## src/design/hpid_pkg.sv

```systemverilog
package hpid_pkg;

    // datapath field widths
    localparam int TempW   = 14;
    localparam int AdcW    = 12;
    localparam int OffW    = 12;
    localparam int GainW   = 16;
    localparam int SmoothW = 9;
    localparam int IntegW  = 13;
    localparam int ErrW    = 16;
    localparam int DeltaW  = 15;
    localparam int FiltW   = 24;
    localparam int DutyW   = 8;
    localparam int CodeW   = 4;
    localparam int CfgIdxW = 3;
    localparam int CfgDatW = 16;

    // register indexes of the config port
    localparam logic [CfgIdxW-1:0] REG_TARGET   = 3'd0;
    localparam logic [CfgIdxW-1:0] REG_OFFSET   = 3'd1;
    localparam logic [CfgIdxW-1:0] REG_PGAIN    = 3'd2;
    localparam logic [CfgIdxW-1:0] REG_IGAIN    = 3'd3;
    localparam logic [CfgIdxW-1:0] REG_DGAIN    = 3'd4;
    localparam logic [CfgIdxW-1:0] REG_SMOOTH   = 3'd5;
    localparam logic [CfgIdxW-1:0] REG_RANGE    = 3'd6;
    localparam logic [CfgIdxW-1:0] REG_MAXTEMP  = 3'd7;

    // reset values
    localparam logic [SmoothW-1:0] SMOOTH_RST  = 9'd243;
    localparam logic [TempW-1:0]   RANGE_RST   = 14'd160;
    localparam logic [TempW-1:0]   MAXTEMP_RST = 14'd4800;

    // fault limits
    localparam logic [AdcW-1:0]  NTC_HOT_LIMIT = 12'd583;
    localparam logic [TempW-1:0] SHORT_LIMIT   = 14'd14400;
    localparam logic [TempW-1:0] OVER_MARGIN   = 14'd160;

    // fault code bits
    localparam logic [CodeW-1:0] CODE_OPEN  = 4'b0001;
    localparam logic [CodeW-1:0] CODE_SHORT = 4'b0010;
    localparam logic [CodeW-1:0] CODE_OVER  = 4'b0100;
    localparam logic [CodeW-1:0] CODE_BOARD = 4'b1000;

    localparam logic [IntegW-1:0] INTEG_MAX = 13'd4096;
    localparam logic [DutyW-1:0]  DUTY_MAX  = 8'd255;
    localparam int                SUM_MAX   = 255 * 256;

    typedef enum logic [3:0] {
        CMD_NONE,
        CMD_LOAD,
        CMD_EVAL,
        CMD_MUL_GAIN,
        CMD_MUL_DT,
        CMD_MUL_FILT,
        CMD_MUL_PROP,
        CMD_MUL_INTEG,
        CMD_FINISH
    } hpid_cmd_t;

    typedef struct packed {
        logic pid_run;
        logic out_busy;
    } hpid_status_t;

endpackage

```

## src/design/hpid_ctrl.sv

```systemverilog
module hpid_ctrl (
    input  logic                  clk,
    input  logic                  rst_n,
    input  logic                  in_valid,
    input  hpid_pkg::hpid_status_t status,
    output logic                  in_stall,
    output hpid_pkg::hpid_cmd_t   cmd
);
    import hpid_pkg::*;

    typedef enum logic [2:0] {
        S_IDLE,
        S_EVAL,
        S_GAIN,
        S_DT,
        S_FILT,
        S_PROP,
        S_INTEG,
        S_FIN
    } state_t;

    state_t state_reg;
    state_t state_next;

    assign in_stall = (state_reg != S_IDLE);

    always_comb
    begin
        state_next = state_reg;
        cmd        = CMD_NONE;
        unique case (state_reg)
            S_IDLE:
            begin
                if (in_valid)
                begin
                    cmd        = CMD_LOAD;
                    state_next = S_EVAL;
                end
            end
            S_EVAL:
            begin
                // hold until the output register is free
                if (!status.out_busy)
                begin
                    cmd        = CMD_EVAL;
                    state_next = status.pid_run ? S_GAIN : S_IDLE;
                end
            end
            S_GAIN:
            begin
                cmd        = CMD_MUL_GAIN;
                state_next = S_DT;
            end
            S_DT:
            begin
                cmd        = CMD_MUL_DT;
                state_next = S_FILT;
            end
            S_FILT:
            begin
                cmd        = CMD_MUL_FILT;
                state_next = S_PROP;
            end
            S_PROP:
            begin
                cmd        = CMD_MUL_PROP;
                state_next = S_INTEG;
            end
            S_INTEG:
            begin
                cmd        = CMD_MUL_INTEG;
                state_next = S_FIN;
            end
            S_FIN:
            begin
                if (!status.out_busy)
                begin
                    cmd        = CMD_FINISH;
                    state_next = S_IDLE;
                end
            end
            default:
            begin
                state_next = S_IDLE;
            end
        endcase
    end

    always_ff @(posedge clk or negedge rst_n)
    begin
        if (!rst_n)
        begin
            state_reg <= S_IDLE;
        end
        else
        begin
            state_reg <= state_next;
        end
    end

endmodule

```

## src/design/hpid_dpath.sv

```systemverilog
module hpid_dpath (
    input  logic                                  clk,
    input  logic                                  rst_n,
    input  hpid_pkg::hpid_cmd_t                   cmd,
    output hpid_pkg::hpid_status_t                status,
    input  logic [hpid_pkg::TempW-1:0]            heater_temp,
    input  logic [hpid_pkg::AdcW-1:0]             board_ntc_adc,
    input  logic                                  external_fault,
    input  logic                                  cfg_write,
    input  logic [hpid_pkg::CfgIdxW-1:0]          cfg_index,
    input  logic [hpid_pkg::CfgDatW-1:0]          cfg_data,
    input  logic                                  out_stall,
    output logic                                  out_valid,
    output logic [hpid_pkg::DutyW-1:0]            heater_pwm,
    output logic                                  fault_flag,
    output logic [hpid_pkg::CodeW-1:0]            error_mask
);
    import hpid_pkg::*;

    localparam int MulAW = 26;
    localparam int MulBW = 17;
    localparam int ProdW = MulAW + MulBW;
    localparam int DaccW = 28;
    localparam int DsumW = 29;
    localparam int AccW  = 32;

    // config registers
    logic [TempW-1:0]         target_reg;
    logic signed [OffW-1:0]   offset_reg;
    logic [GainW-1:0]         pgain_reg;
    logic [GainW-1:0]         igain_reg;
    logic [GainW-1:0]         dgain_reg;
    logic [SmoothW-1:0]       smooth_reg;
    logic [TempW-1:0]         range_reg;
    logic [TempW-1:0]         maxtemp_reg;

    // controller state
    logic [IntegW-1:0]        integ_reg;
    logic [TempW-1:0]         prev_reg;
    logic signed [FiltW-1:0]  filt_reg;
    logic                     pending_reg;
    logic [CodeW-1:0]         codes_reg;
    logic                     out_valid_reg;

    // working registers
    logic [TempW-1:0]         temp_reg;
    logic [AdcW-1:0]          adc_reg;
    logic                     ext_reg;
    logic signed [ErrW-1:0]   err_reg;
    logic signed [DeltaW-1:0] delta_reg;
    logic signed [ProdW-1:0]  prod_reg;
    logic signed [DaccW-1:0]  dacc_reg;
    logic signed [AccW-1:0]   acc_reg;
    logic [DutyW-1:0]         pwm_reg;
    logic                     herr_reg;
    logic [CodeW-1:0]         mask_reg;

    // combinational terms
    logic [CodeW-1:0]         fault_code;
    logic                     fault;
    logic [CodeW-1:0]         codes_next;
    logic signed [ErrW-1:0]   err_c;
    logic signed [ErrW-1:0]   band_c;
    logic                     above_band;
    logic                     below_band;
    logic                     pid_run;
    logic                     out_load;
    logic [SmoothW-1:0]       k1;
    logic [SmoothW-1:0]       k2;
    logic [IntegW-1:0]        integ_start;
    logic [IntegW-1:0]        integ_acc;
    logic [IntegW-1:0]        integ_back;
    logic signed [MulAW-1:0]  mul_a;
    logic signed [MulBW-1:0]  mul_b;
    logic signed [ProdW-1:0]  mul_p;
    logic signed [ProdW-1:0]  prod_q12;
    logic signed [ProdW-1:0]  prod_q8;
    logic signed [ProdW-1:0]  prod_q4;
    logic signed [DsumW-1:0]  dsum;
    logic signed [FiltW-1:0]  dsat;
    logic signed [AccW-1:0]   sum_c;
    logic [TempW:0]           over_limit;

    function automatic logic [IntegW-1:0] clamp_integ(input logic signed [IntegW+3:0] v);
        logic [IntegW-1:0] r;
        if (v < 0)
            r = '0;
        else if (v > $signed({4'b0000, INTEG_MAX}))
            r = INTEG_MAX;
        else
            r = v[IntegW-1:0];
        return r;
    endfunction

    // fault priority: open, short, over-temp, board hot, external
    assign over_limit = {1'b0, maxtemp_reg} + {1'b0, OVER_MARGIN};

    always_comb
    begin
        fault_code = '0;
        fault      = 1'b1;
        if (temp_reg == '0)
            fault_code = CODE_OPEN;
        else if (temp_reg > SHORT_LIMIT)
            fault_code = CODE_SHORT;
        else if ({1'b0, temp_reg} > over_limit)
            fault_code = CODE_OVER;
        else if (adc_reg > NTC_HOT_LIMIT)
            fault_code = CODE_BOARD;
        else
            fault = ext_reg;
    end

    assign codes_next = fault ? (codes_reg | fault_code) : '0;

    assign err_c = $signed({2'b00, target_reg}) + $signed({{4{offset_reg[OffW-1]}}, offset_reg})
                 - $signed({2'b00, temp_reg});
    assign band_c     = $signed({2'b00, range_reg});
    assign above_band = err_c > band_c;
    assign below_band = err_c < -band_c;
    assign pid_run    = !fault && (target_reg != '0) && !above_band && !below_band;

    assign status.pid_run  = pid_run;
    assign status.out_busy = out_valid_reg && out_stall;

    // a new result word enters the output register
    assign out_load = ((cmd == CMD_EVAL) && !pid_run) || (cmd == CMD_FINISH);

    assign k1 = (smooth_reg > 9'd256) ? 9'd256 : smooth_reg;
    assign k2 = 9'd256 - k1;

    assign integ_start = pending_reg ? '0 : integ_reg;
    assign integ_acc   = clamp_integ($signed({4'b0000, integ_start}) + 17'(err_c));
    assign integ_back  = clamp_integ($signed({4'b0000, integ_reg}) - 17'(err_reg));

    // shared multiplier operand select
    always_comb
    begin
        mul_a = '0;
        mul_b = '0;
        case (cmd)
            CMD_MUL_GAIN:
            begin
                mul_a = $signed({10'b0, dgain_reg});
                mul_b = $signed({8'b0, k2});
            end
            CMD_MUL_DT:
            begin
                mul_a = $signed({1'b0, prod_reg[24:0]});
                mul_b = $signed({{2{delta_reg[DeltaW-1]}}, delta_reg});
            end
            CMD_MUL_FILT:
            begin
                mul_a = $signed({{2{filt_reg[FiltW-1]}}, filt_reg});
                mul_b = $signed({8'b0, k1});
            end
            CMD_MUL_PROP:
            begin
                mul_a = $signed({10'b0, pgain_reg});
                mul_b = $signed({err_reg[ErrW-1], err_reg});
            end
            CMD_MUL_INTEG:
            begin
                mul_a = $signed({10'b0, igain_reg});
                mul_b = $signed({4'b0, integ_reg});
            end
            default:
            begin
                mul_a = '0;
                mul_b = '0;
            end
        endcase
    end

    assign mul_p = mul_a * mul_b;

    // divisions by powers of two, rounding toward zero
    assign prod_q12 = (prod_reg + (prod_reg[ProdW-1] ? 43'sd4095 : 43'sd0)) >>> 12;
    assign prod_q8  = (prod_reg + (prod_reg[ProdW-1] ? 43'sd255 : 43'sd0)) >>> 8;
    assign prod_q4  = (prod_reg + (prod_reg[ProdW-1] ? 43'sd15 : 43'sd0)) >>> 4;

    assign dsum = 29'(dacc_reg) + $signed(prod_q8[DsumW-1:0]);

    always_comb
    begin
        if (dsum > 29'sd8388607)
            dsat = 24'sh7FFFFF;
        else if (dsum < -29'sd8388608)
            dsat = 24'sh800000;
        else
            dsat = dsum[FiltW-1:0];
    end

    assign sum_c = acc_reg + prod_q4[AccW-1:0];

    // config, pid state and output valid
    always_ff @(posedge clk or negedge rst_n)
    begin
        if (!rst_n)
        begin
            target_reg    <= '0;
            offset_reg    <= '0;
            pgain_reg     <= '0;
            igain_reg     <= '0;
            dgain_reg     <= '0;
            smooth_reg    <= SMOOTH_RST;
            range_reg     <= RANGE_RST;
            maxtemp_reg   <= MAXTEMP_RST;
            integ_reg     <= '0;
            prev_reg      <= '0;
            filt_reg      <= '0;
            pending_reg   <= 1'b1;
            codes_reg     <= '0;
            out_valid_reg <= 1'b0;
        end
        else
        begin
            if (out_load)
                out_valid_reg <= 1'b1;
            else if (out_valid_reg && !out_stall)
                out_valid_reg <= 1'b0;

            if (cfg_write)
            begin
                unique case (cfg_index)
                    REG_TARGET:
                    begin
                        target_reg  <= cfg_data[TempW-1:0];
                        pending_reg <= 1'b1;
                        filt_reg    <= '0;
                    end
                    REG_OFFSET:  offset_reg  <= cfg_data[OffW-1:0];
                    REG_PGAIN:   pgain_reg   <= cfg_data;
                    REG_IGAIN:   igain_reg   <= cfg_data;
                    REG_DGAIN:   dgain_reg   <= cfg_data;
                    REG_SMOOTH:  smooth_reg  <= cfg_data[SmoothW-1:0];
                    REG_RANGE:   range_reg   <= cfg_data[TempW-1:0];
                    REG_MAXTEMP: maxtemp_reg <= cfg_data[TempW-1:0];
                    default:     ;
                endcase
            end

            case (cmd)
                CMD_EVAL:
                begin
                    codes_reg <= codes_next;
                    if (!fault && target_reg != '0)
                    begin
                        prev_reg <= temp_reg;
                        if (above_band || below_band)
                        begin
                            pending_reg <= 1'b1;
                        end
                        else
                        begin
                            pending_reg <= 1'b0;
                            integ_reg   <= integ_acc;
                        end
                    end
                end
                CMD_MUL_PROP:
                begin
                    filt_reg <= dsat;
                end
                CMD_FINISH:
                begin
                    // conditional un-integration when the output saturates
                    if (sum_c > 32'(SUM_MAX))
                    begin
                        if (err_reg > 0)
                            integ_reg <= integ_back;
                    end
                    else if (sum_c <= 0)
                    begin
                        if (err_reg <= 0)
                            integ_reg <= integ_back;
                    end
                end
                default: ;
            endcase
        end
    end

    // working registers and output word
    always_ff @(posedge clk)
    begin
        case (cmd)
            CMD_LOAD:
            begin
                temp_reg <= heater_temp;
                adc_reg  <= board_ntc_adc;
                ext_reg  <= external_fault;
            end
            CMD_EVAL:
            begin
                err_reg   <= err_c;
                delta_reg <= $signed({1'b0, temp_reg}) - $signed({1'b0, prev_reg});
                if (!pid_run)
                begin
                    pwm_reg  <= (!fault && target_reg != '0 && above_band) ? DUTY_MAX : '0;
                    herr_reg <= fault;
                    mask_reg <= codes_next;
                end
            end
            CMD_MUL_GAIN, CMD_MUL_DT, CMD_MUL_PROP:
            begin
                prod_reg <= mul_p;
            end
            CMD_MUL_FILT:
            begin
                dacc_reg <= prod_q12[DaccW-1:0];
                prod_reg <= mul_p;
            end
            CMD_MUL_INTEG:
            begin
                // proportional term less the freshly filtered derivative
                acc_reg  <= prod_q4[AccW-1:0] - 32'(filt_reg);
                prod_reg <= mul_p;
            end
            CMD_FINISH:
            begin
                if (sum_c > 32'(SUM_MAX))
                    pwm_reg <= DUTY_MAX;
                else if (sum_c <= 0)
                    pwm_reg <= '0;
                else
                    pwm_reg <= sum_c[15:8];
                herr_reg <= 1'b0;
                mask_reg <= codes_reg;
            end
            default: ;
        endcase
    end

    assign out_valid  = out_valid_reg;
    assign heater_pwm = pwm_reg;
    assign fault_flag = herr_reg;
    assign error_mask = mask_reg;

endmodule

```

## src/design/heater_pid_with_fault_check.sv

```systemverilog
// sequence: an accepted word is loaded and checked; for a fault, zero target or
// bang-bang period the check writes the result, else the pid makes five passes of
// one shared multiplier and a finish step writes it; in_stall is high until it is written
// reset: rst_n async active low; registers take their documented reset values,
// integrator reset pending set, pid state and latched codes cleared
module heater_pid_with_fault_check (
    input  logic                                  clk,
    input  logic                                  rst_n,
    // input words
    input  logic                                  in_valid,
    output logic                                  in_stall,
    input  logic [hpid_pkg::TempW-1:0]            heater_temp,
    input  logic [hpid_pkg::AdcW-1:0]             board_ntc_adc,
    input  logic                                  external_fault,
    // result words
    output logic                                  out_valid,
    input  logic                                  out_stall,
    output logic [hpid_pkg::DutyW-1:0]            heater_pwm,
    output logic                                  fault_flag,
    output logic [hpid_pkg::CodeW-1:0]            error_mask,
    // config writes
    input  logic                                  cfg_valid,
    output logic                                  cfg_ready,
    input  logic [hpid_pkg::CfgIdxW-1:0]          cfg_index,
    input  logic [hpid_pkg::CfgDatW-1:0]          cfg_data
);
    import hpid_pkg::*;

    hpid_cmd_t    cmd;
    hpid_status_t status;

    // config registers take a write on any cycle
    assign cfg_ready = 1'b1;

    // sequencer: accept, fault/band check, five multiplies, finish
    hpid_ctrl u_ctrl (
        .clk      (clk),
        .rst_n    (rst_n),
        .in_valid (in_valid),
        .status   (status),
        .in_stall (in_stall),
        .cmd      (cmd)
    );

    // config, pid state, shared multiplier and the output register
    hpid_dpath u_dpath (
        .clk            (clk),
        .rst_n          (rst_n),
        .cmd            (cmd),
        .status         (status),
        .heater_temp    (heater_temp),
        .board_ntc_adc  (board_ntc_adc),
        .external_fault (external_fault),
        .cfg_write      (cfg_valid && cfg_ready),
        .cfg_index      (cfg_index),
        .cfg_data       (cfg_data),
        .out_stall      (out_stall),
        .out_valid      (out_valid),
        .heater_pwm     (heater_pwm),
        .fault_flag     (fault_flag),
        .error_mask     (error_mask)
    );

endmodule
```

## config.mk

```make
export PLATFORM = sky130hd
export DESIGN_NAME = heater_pid_with_fault_check
export DESIGN_NICKNAME = d
export VERILOG_FILES = /design/src/design/hpid_pkg.sv /design/src/design/hpid_ctrl.sv /design/src/design/hpid_dpath.sv /design/src/design/heater_pid_with_fault_check.sv
export SDC_FILE = /design/constraint.sdc
export NUM_CORES = 2
export LEC_CHECK = 0
export BUFFER_PORTS_ARGS = -buffer_cell sky130_fd_sc_hd__buf_2
export CORE_ASPECT_RATIO = 1.75
export CORE_MARGIN = 1
export CORE_UTILIZATION = 60
export CTS_CLUSTER_SIZE = 40
export DETAILED_ROUTE_END_ITERATION = 12
export GPL_TIMING_DRIVEN = 0
export PLACE_DENSITY_LB_ADDON = 0.08
export SYNTH_ARGS = -nofsm -noshare
export SYNTH_HDL_FRONTEND = slang
export SYNTH_SLANG_ARGS = --single-unit
```

## constraint.sdc

```tcl
create_clock -name clk -period 21.9 [get_ports clk]
set_input_delay 4.38 -clock clk [delete_from_list [all_inputs] [get_ports clk]]
set_output_delay 4.38 -clock clk [all_outputs]
set_load 0.01 [all_outputs]
```

* Yosys cells after proc, flatten, opt, wreduce, memory -nomap -nowiden
Index checks and enable logic that the tools add are counted.
** Word-level totals
- Bits of input ports :: 51
- Register bits :: 345
- Logic and storage cells :: 183
** Cells by class
- $add $sub $neg :: 14
- Mux-type cells :: 57
- Bitwise logic cells :: 1
- Reductions and logical operators :: 37
- $mul :: 1
- Equality and inequality tests :: 31
- $lt $le $gt $ge :: 16
** Operator list (count)
- $mux W13 :: 11
- $pmux W26 S5 :: 1
- $mux W24 :: 5
- $pmux W17 S5 :: 1
- $mul A26 B17 Y43 :: 1
- $add A40 B13 Y40 :: 1
- $mux W8 :: 5
- $add A37 B9 Y37 :: 1
- $add A36 B36 Y36 :: 1
- $gt A17 B14 Y1 const B :: 2
- $lt A17 B1 Y1 const B :: 2
- $add A32 B32 Y32 :: 1
- $gt A32 B17 Y1 const B :: 1
- $le A32 B1 Y1 const B :: 1
- $mux W4 :: 8
- $pmux W4 S8 :: 1
- $sub A32 B32 Y32 :: 1
- $add A28 B29 Y29 :: 1
- $gt A29 B24 Y1 const B :: 1
- $lt A29 B24 Y1 const B :: 1
- $pmux W13 S2 :: 1
- $eq A3 B3 Y1 const B :: 8
- $pmux W3 S8 :: 1
- $reduce_and A2 Y1 :: 11
- 44 further kinds :: 89

* Longest topological paths before layout
- Word-level depth :: 13
- Mapped depth :: 36
- Gate-level depth less buffers :: 35

* Cells and area by module
From an unflattened synthesis, not the netlist that was laid out.
** Unflattened totals
- Cells, all modules :: 4445
- Area, all modules :: 40456.3 um2
** Modules (own cells, without submodules)
- hpid_dpath :: instances 1, area each 40253.6 um2, cells an instance 4419, sequential area each 9295.2 um2
- hpid_ctrl :: instances 1, area each 191.4 um2, cells an instance 24, sequential area each 75.1 um2
- heater_pid_with_fault_check :: instances 1, area each 11.3 um2, cells an instance 2, sequential area each 0.0 um2

* Least setup slack after synthesis
No wires, ideal clock.
- Path kind :: register to register
- From :: reg u_ctrl.state_reg[1]
- To :: reg u_dpath.prod_reg[42] (data pin)
- Stages on the path, launching flop included :: 32
- Data required time :: 21.640 ns
- Arrival :: 8.581 ns
- Setup slack :: 13.059 ns
- Library setup time :: 0.260 ns
- Cells stage by stage :: dfrtp_1 clkbuf_1 nand2b_1 clkbuf_1 nor2_1 clkbuf_1 clkbuf_1 a22oi_1 nor2_1 fa_1 inv_1 fa_1 fa_1 inv_1 fa_1 fa_1 inv_1 fa_1 inv_1 ha_1 a21o_1 a21o_1 a21o_1 a21oi_1 nor2b_1 a211o_1 a2111oi_0 o31ai_1 and3b_1 a2111oi_0 o21ai_0 xnor2_1
** Between the ends
- Word-level cells in the longest chain between the ends :: 5
- Elaborated cells between the ends (all ways) :: 17
- Those cells by class :: mul (1); eq/ne (12); mux (3); reduce/logical (1)
** Ends and longest elaborated chain
- start: declaration :: RTL line hpid_ctrl.sv:22 : state_t state_reg;
- start signal: assignment :: RTL line hpid_ctrl.sv:97 : state_reg <= state_next;
- $eq A3 B3 Y1 (tied with other cells) :: RTL line hpid_ctrl.sv:31 : unique case (state_reg)
- $pmux W4 S8 * :: RTL line hpid_ctrl.sv:31
- $eq A4 B3 Y1 / $eq A4 B2 Y1 (equally long branches) :: RTL line hpid_dpath.sv:141 : case (cmd)
- $pmux W26 S5 / $pmux W17 S5 (equally long branches) :: RTL line hpid_dpath.sv:141
- $mul A26 B17 Y43 * :: RTL line hpid_dpath.sv:175 : assign mul_p = mul_a * mul_b;
- named net u_dpath.mul_p[42] :: RTL line hpid_dpath.sv:75 : logic signed [ProdW-1:0] mul_p;
- end signal: assignment :: RTL line hpid_dpath.sv:307 : prod_reg <= mul_p;
- end signal: assignment :: RTL line hpid_dpath.sv:312 : prod_reg <= mul_p;
- end signal: assignment :: RTL line hpid_dpath.sv:318 : prod_reg <= mul_p;
- end: declaration :: RTL line hpid_dpath.sv:51 : logic signed [ProdW-1:0] prod_reg;
The timed path passes the listed nets; every way through them passes the cells marked *.
A chain may end at the register's enable or synchronous reset.

* Worst setup path in the final report
- From :: reg u_ctrl.state_reg[0]
- To :: reg u_dpath.prod_reg[42] (data pin)
Same word-level chain as after synthesis.

==> impl_metrics.tcl <==
set metrics [dict create \
    status "finished with violations" \
    violations "capacitance limit, slew limit" \
    layout-drive-gt1-share_pct 7.495 \
    syn-instance-count 4182 \
    grt_max_degree 116 \
    layout_min_cycle_time_ns 12.85 \
    num_rows 123 \
    drt-total-wl_um 128400 \
    holdCritPathClass "reg -> reg" \
    rsz0062_at_grt "no" \
    final_hold_viol_count 0 \
    grt_pass1_wl_um 192600 \
    synth.avg_cell_area_um2 9.380 \
    layout_setup_ws_ns 9.049 \
    max-slew-margin-rel_pct -5.695 \
    cp.required_ns 22.12 \
    ys_warn_count 0 \
    initial_core_util_pct 60.83 \
    cp-end-kind "flop" \
    yosys.area_share.simple_pct 13.22 \
    grt.total_usage_pct 39.61 \
    overflow 0 \
    worst_slew_pin_slew_ns 1.585 \
    syn_to_final_growth_pct 7.486 \
    maxCapViolations 1 \
    wl_per_cell_um 24.92 \
    numClockSinks 340 \
    layout.nets 5116 \
    synth_flop_cell "edfxtp_1" \
    hold_start "u_dpath.prev_reg[0]$_DFFE_PN0P_" \
    vias_per_cell 6.104 \
    clock_skew_ns 0.02772 \
    final_cells 5153 \
    regArea_um2 9370 \
    num_vias 31450 \
    root_buffer "clkbuf_16" \
    drt_iter0_drc 1682 \
    drcViolationCount 0 \
    dpl.hpwl_um 106100 \
    drv_slew 10 \
    firstDrtPassIters 7 \
    hold_depth 2 \
    synth_compound_area_share_pct 12.13 \
    pin_count 67 \
    cp_slowest_cell "xnor2_1" \
    synthXorXnorAreaFrac_pct 5.907 \
    die_y_um 340.2 \
    yosys-mux-area-fraction_pct 4.067 \
    placed_cells 5079 \
    synth_top_cell_by_area "fa_1" \
    fillCellCount 5599 \
    fmax_mhz 77.82 \
    cts_hold_buf 0 \
    post_synth_instance_area_um2 39230 \
    seq_area_frac_synth_pct 23.89 \
    fp.dieW_um 195.3 \
    synth_cell_types 88 \
    largest_reg_flops 41 \
    setup_violations 0 \
    cts_max_level 2 \
    period_share_pct 58.68 \
    core_um2 64480 \
    synth_edf_count 169 \
    reg2reg_to "u_dpath.prod_reg[42]$_DFFE_PP_" \
    synth_top_family_by_area "adder cells" \
    ant_nets 0 \
    antenna_found_initial 6 \
    synthTopCellsByArea "fa_1 23%, edfxtp_1 13%, dfrtp_1 10%" \
    crit_start "u_ctrl.state_reg[0]$_DFFE_PN0P_" \
    path_class "reg -> reg" \
    synth-async-reset-ratio_pct 50.29 \
    crit_arrival_ns 13.07 \
    cts_tree "built" \
    port_buffers 60 \
    fin_tns_setup_ns 0 \
    r2r_start "u_ctrl.state_reg[0]$_DFFE_PN0P_" \
    crit_path_start_kind "flop" \
    cts_resized 0 \
    cts_setup_buffers 0 \
    ys_ff_latch 340 \
    globalplace.congestion 1.078 \
    crit_top_cell "fa_1" \
    synth_top_area_share_pct 23.07 \
    multiInputGateArea_um2 26850 \
    critPathMaxStageDelay_ns 1.05 \
    reg2reg_depth 30 \
    crit_path_max_fanout 10 \
    dieArea_um2 66440 \
    clk_pin_slew_worst_paths_ns 0.07 \
    synth_fa_ha_area_share_pct 32.80 \
    grt_pass1_vias 33530 \
    crit_end "u_dpath.prod_reg[42]$_DFFE_PP_" \
    clk_path_buf_depth 3 \
    pre_cts_slack_ns 9.373 \
    regToRegSetupSlack_ns 9.05 \
    worstSkewPairLatency_ns 0.60 \
    numCtsBuffers 36 \
]
==> worst max-delay path, delay by kind of cell (launching register included) <==
| kind | cells | cell delay [ns] |
|---|---|---|
| AO/OA/AOI/OAI | 9 | 3.55 |
| adder cells (fa/ha/maj) | 7 | 3.31 |
| XOR/XNOR | 1 | 1.05 |
| buffers and inverters | 9 | 2.88 |
| flip-flops | 1 | 0.32 |
| AND/OR/NAND/NOR | 4 | 1.36 |
==> how the worst min path moves through the flow <==
stage                                         end  slack [ns]
2_1_floorplan     u_dpath.prev_reg[0]$_DFFE_PN0P_        0.45
4_1_cts          u_dpath.codes_reg[3]$_DFFE_PN0N_        0.50
5_1_grt        u_dpath.maxtemp_reg[3]$_DFFE_PN0P_        0.51
3_3_place_gp      u_dpath.prev_reg[0]$_DFFE_PN0P_        0.47
6_report          u_dpath.prev_reg[0]$_DFFE_PN0P_        0.50
3_5_place_dp      u_dpath.prev_reg[0]$_DFFE_PN0P_        0.48
==> stage by stage <==
stage	cell area, um2	hold WS (ns)	utilization (%)
2_1_floorplan	39270	0.4538	-
3_3_place_gp	40590	0.4678	62.95
3_5_place_dp	40820	0.4767	63.30
4_1_cts	42100	0.4976	65.29
5_1_grt	42150	0.5136	65.37
6_report	42160	0.5008	65.38
==> kinds of logic after synthesis <==
group	Yosys count
and+or+nand+nor	1147
buffers and inverters	812
adders and majority gates	757
AOI/OAI and AO/OA	720
DFF	340
xor gates and xnor gates	263
muxes	141
other	2
==> per-layer routing <==
metal	up-vias	global-route usage (%)	share of wire (%)
li1	14100	-	-
met1	15650	36.04	31
met2	1156	72.57	52
met3	547	6.659	5.5
met4	2	39.27	12
met5	-	0	0.010
==> Yosys cell counts (96+ instances only) <==
cell type / n
xor2_1: 96
dfrtp_1: 158
clkbuf_1: 116
nand2_1: 367
o21ai_0: 144
nor2_1: 409
edfxtp_1: 169
fa_1: 452
ha_1: 305
mux2_2: 103
a21oi_1: 177
inv_1: 662
xnor2_1: 166
==> layout make-up <==
cell class / instances / share of cell area (%)
Timing Repair Buffer: 75 / 1.202
Sequential cell: 340 / 22.22
Antenna cell: 5 / 0.02968
Buffer: 147 / 1.496
Clock inverter: 25 / 0.8339
Inverter: 665 / 5.920
Tap cell: 812 / 2.410
Multi-Input combinational cell: 3043 / 63.68
Clock buffer: 41 / 2.205
==> cell usage in the layout (no fill, tap or decap), types with 14 or more instances in the layout <==
cell type,synthesis,layout
a21o_1,80,80
a21oi_1,177,177
a221o_1,28,28
a22o_1,29,29
a22oi_1,15,15
a31oi_1,14,14
and2_1,19,18
and3_1,29,29
buf_2,13,73
clkbuf_1,116,119
clkbuf_16,0,36
conb_1,2,15
dfrtp_1,158,158
edfxtp_1,169,169
fa_1,452,452
ha_1,305,305
inv_1,662,662
mux2_2,103,103
mux2i_1,27,27
nand2_1,367,367
nand2b_1,45,45
nand3_1,60,60
nand4_1,36,36
nor2_1,409,408
nor2b_1,47,47
nor3_1,48,46
nor4_1,23,23
o211ai_1,21,21
o21a_1,40,40
o21ai_0,144,144
o21ai_1,18,17
o21bai_1,23,23
o22ai_1,18,18
or3_1,16,16
xnor2_1,166,166
xor2_1,96,96
Power is not shown: default switching activity piles up to over one toggle a cycle in this logic, so the estimate is an artifact.
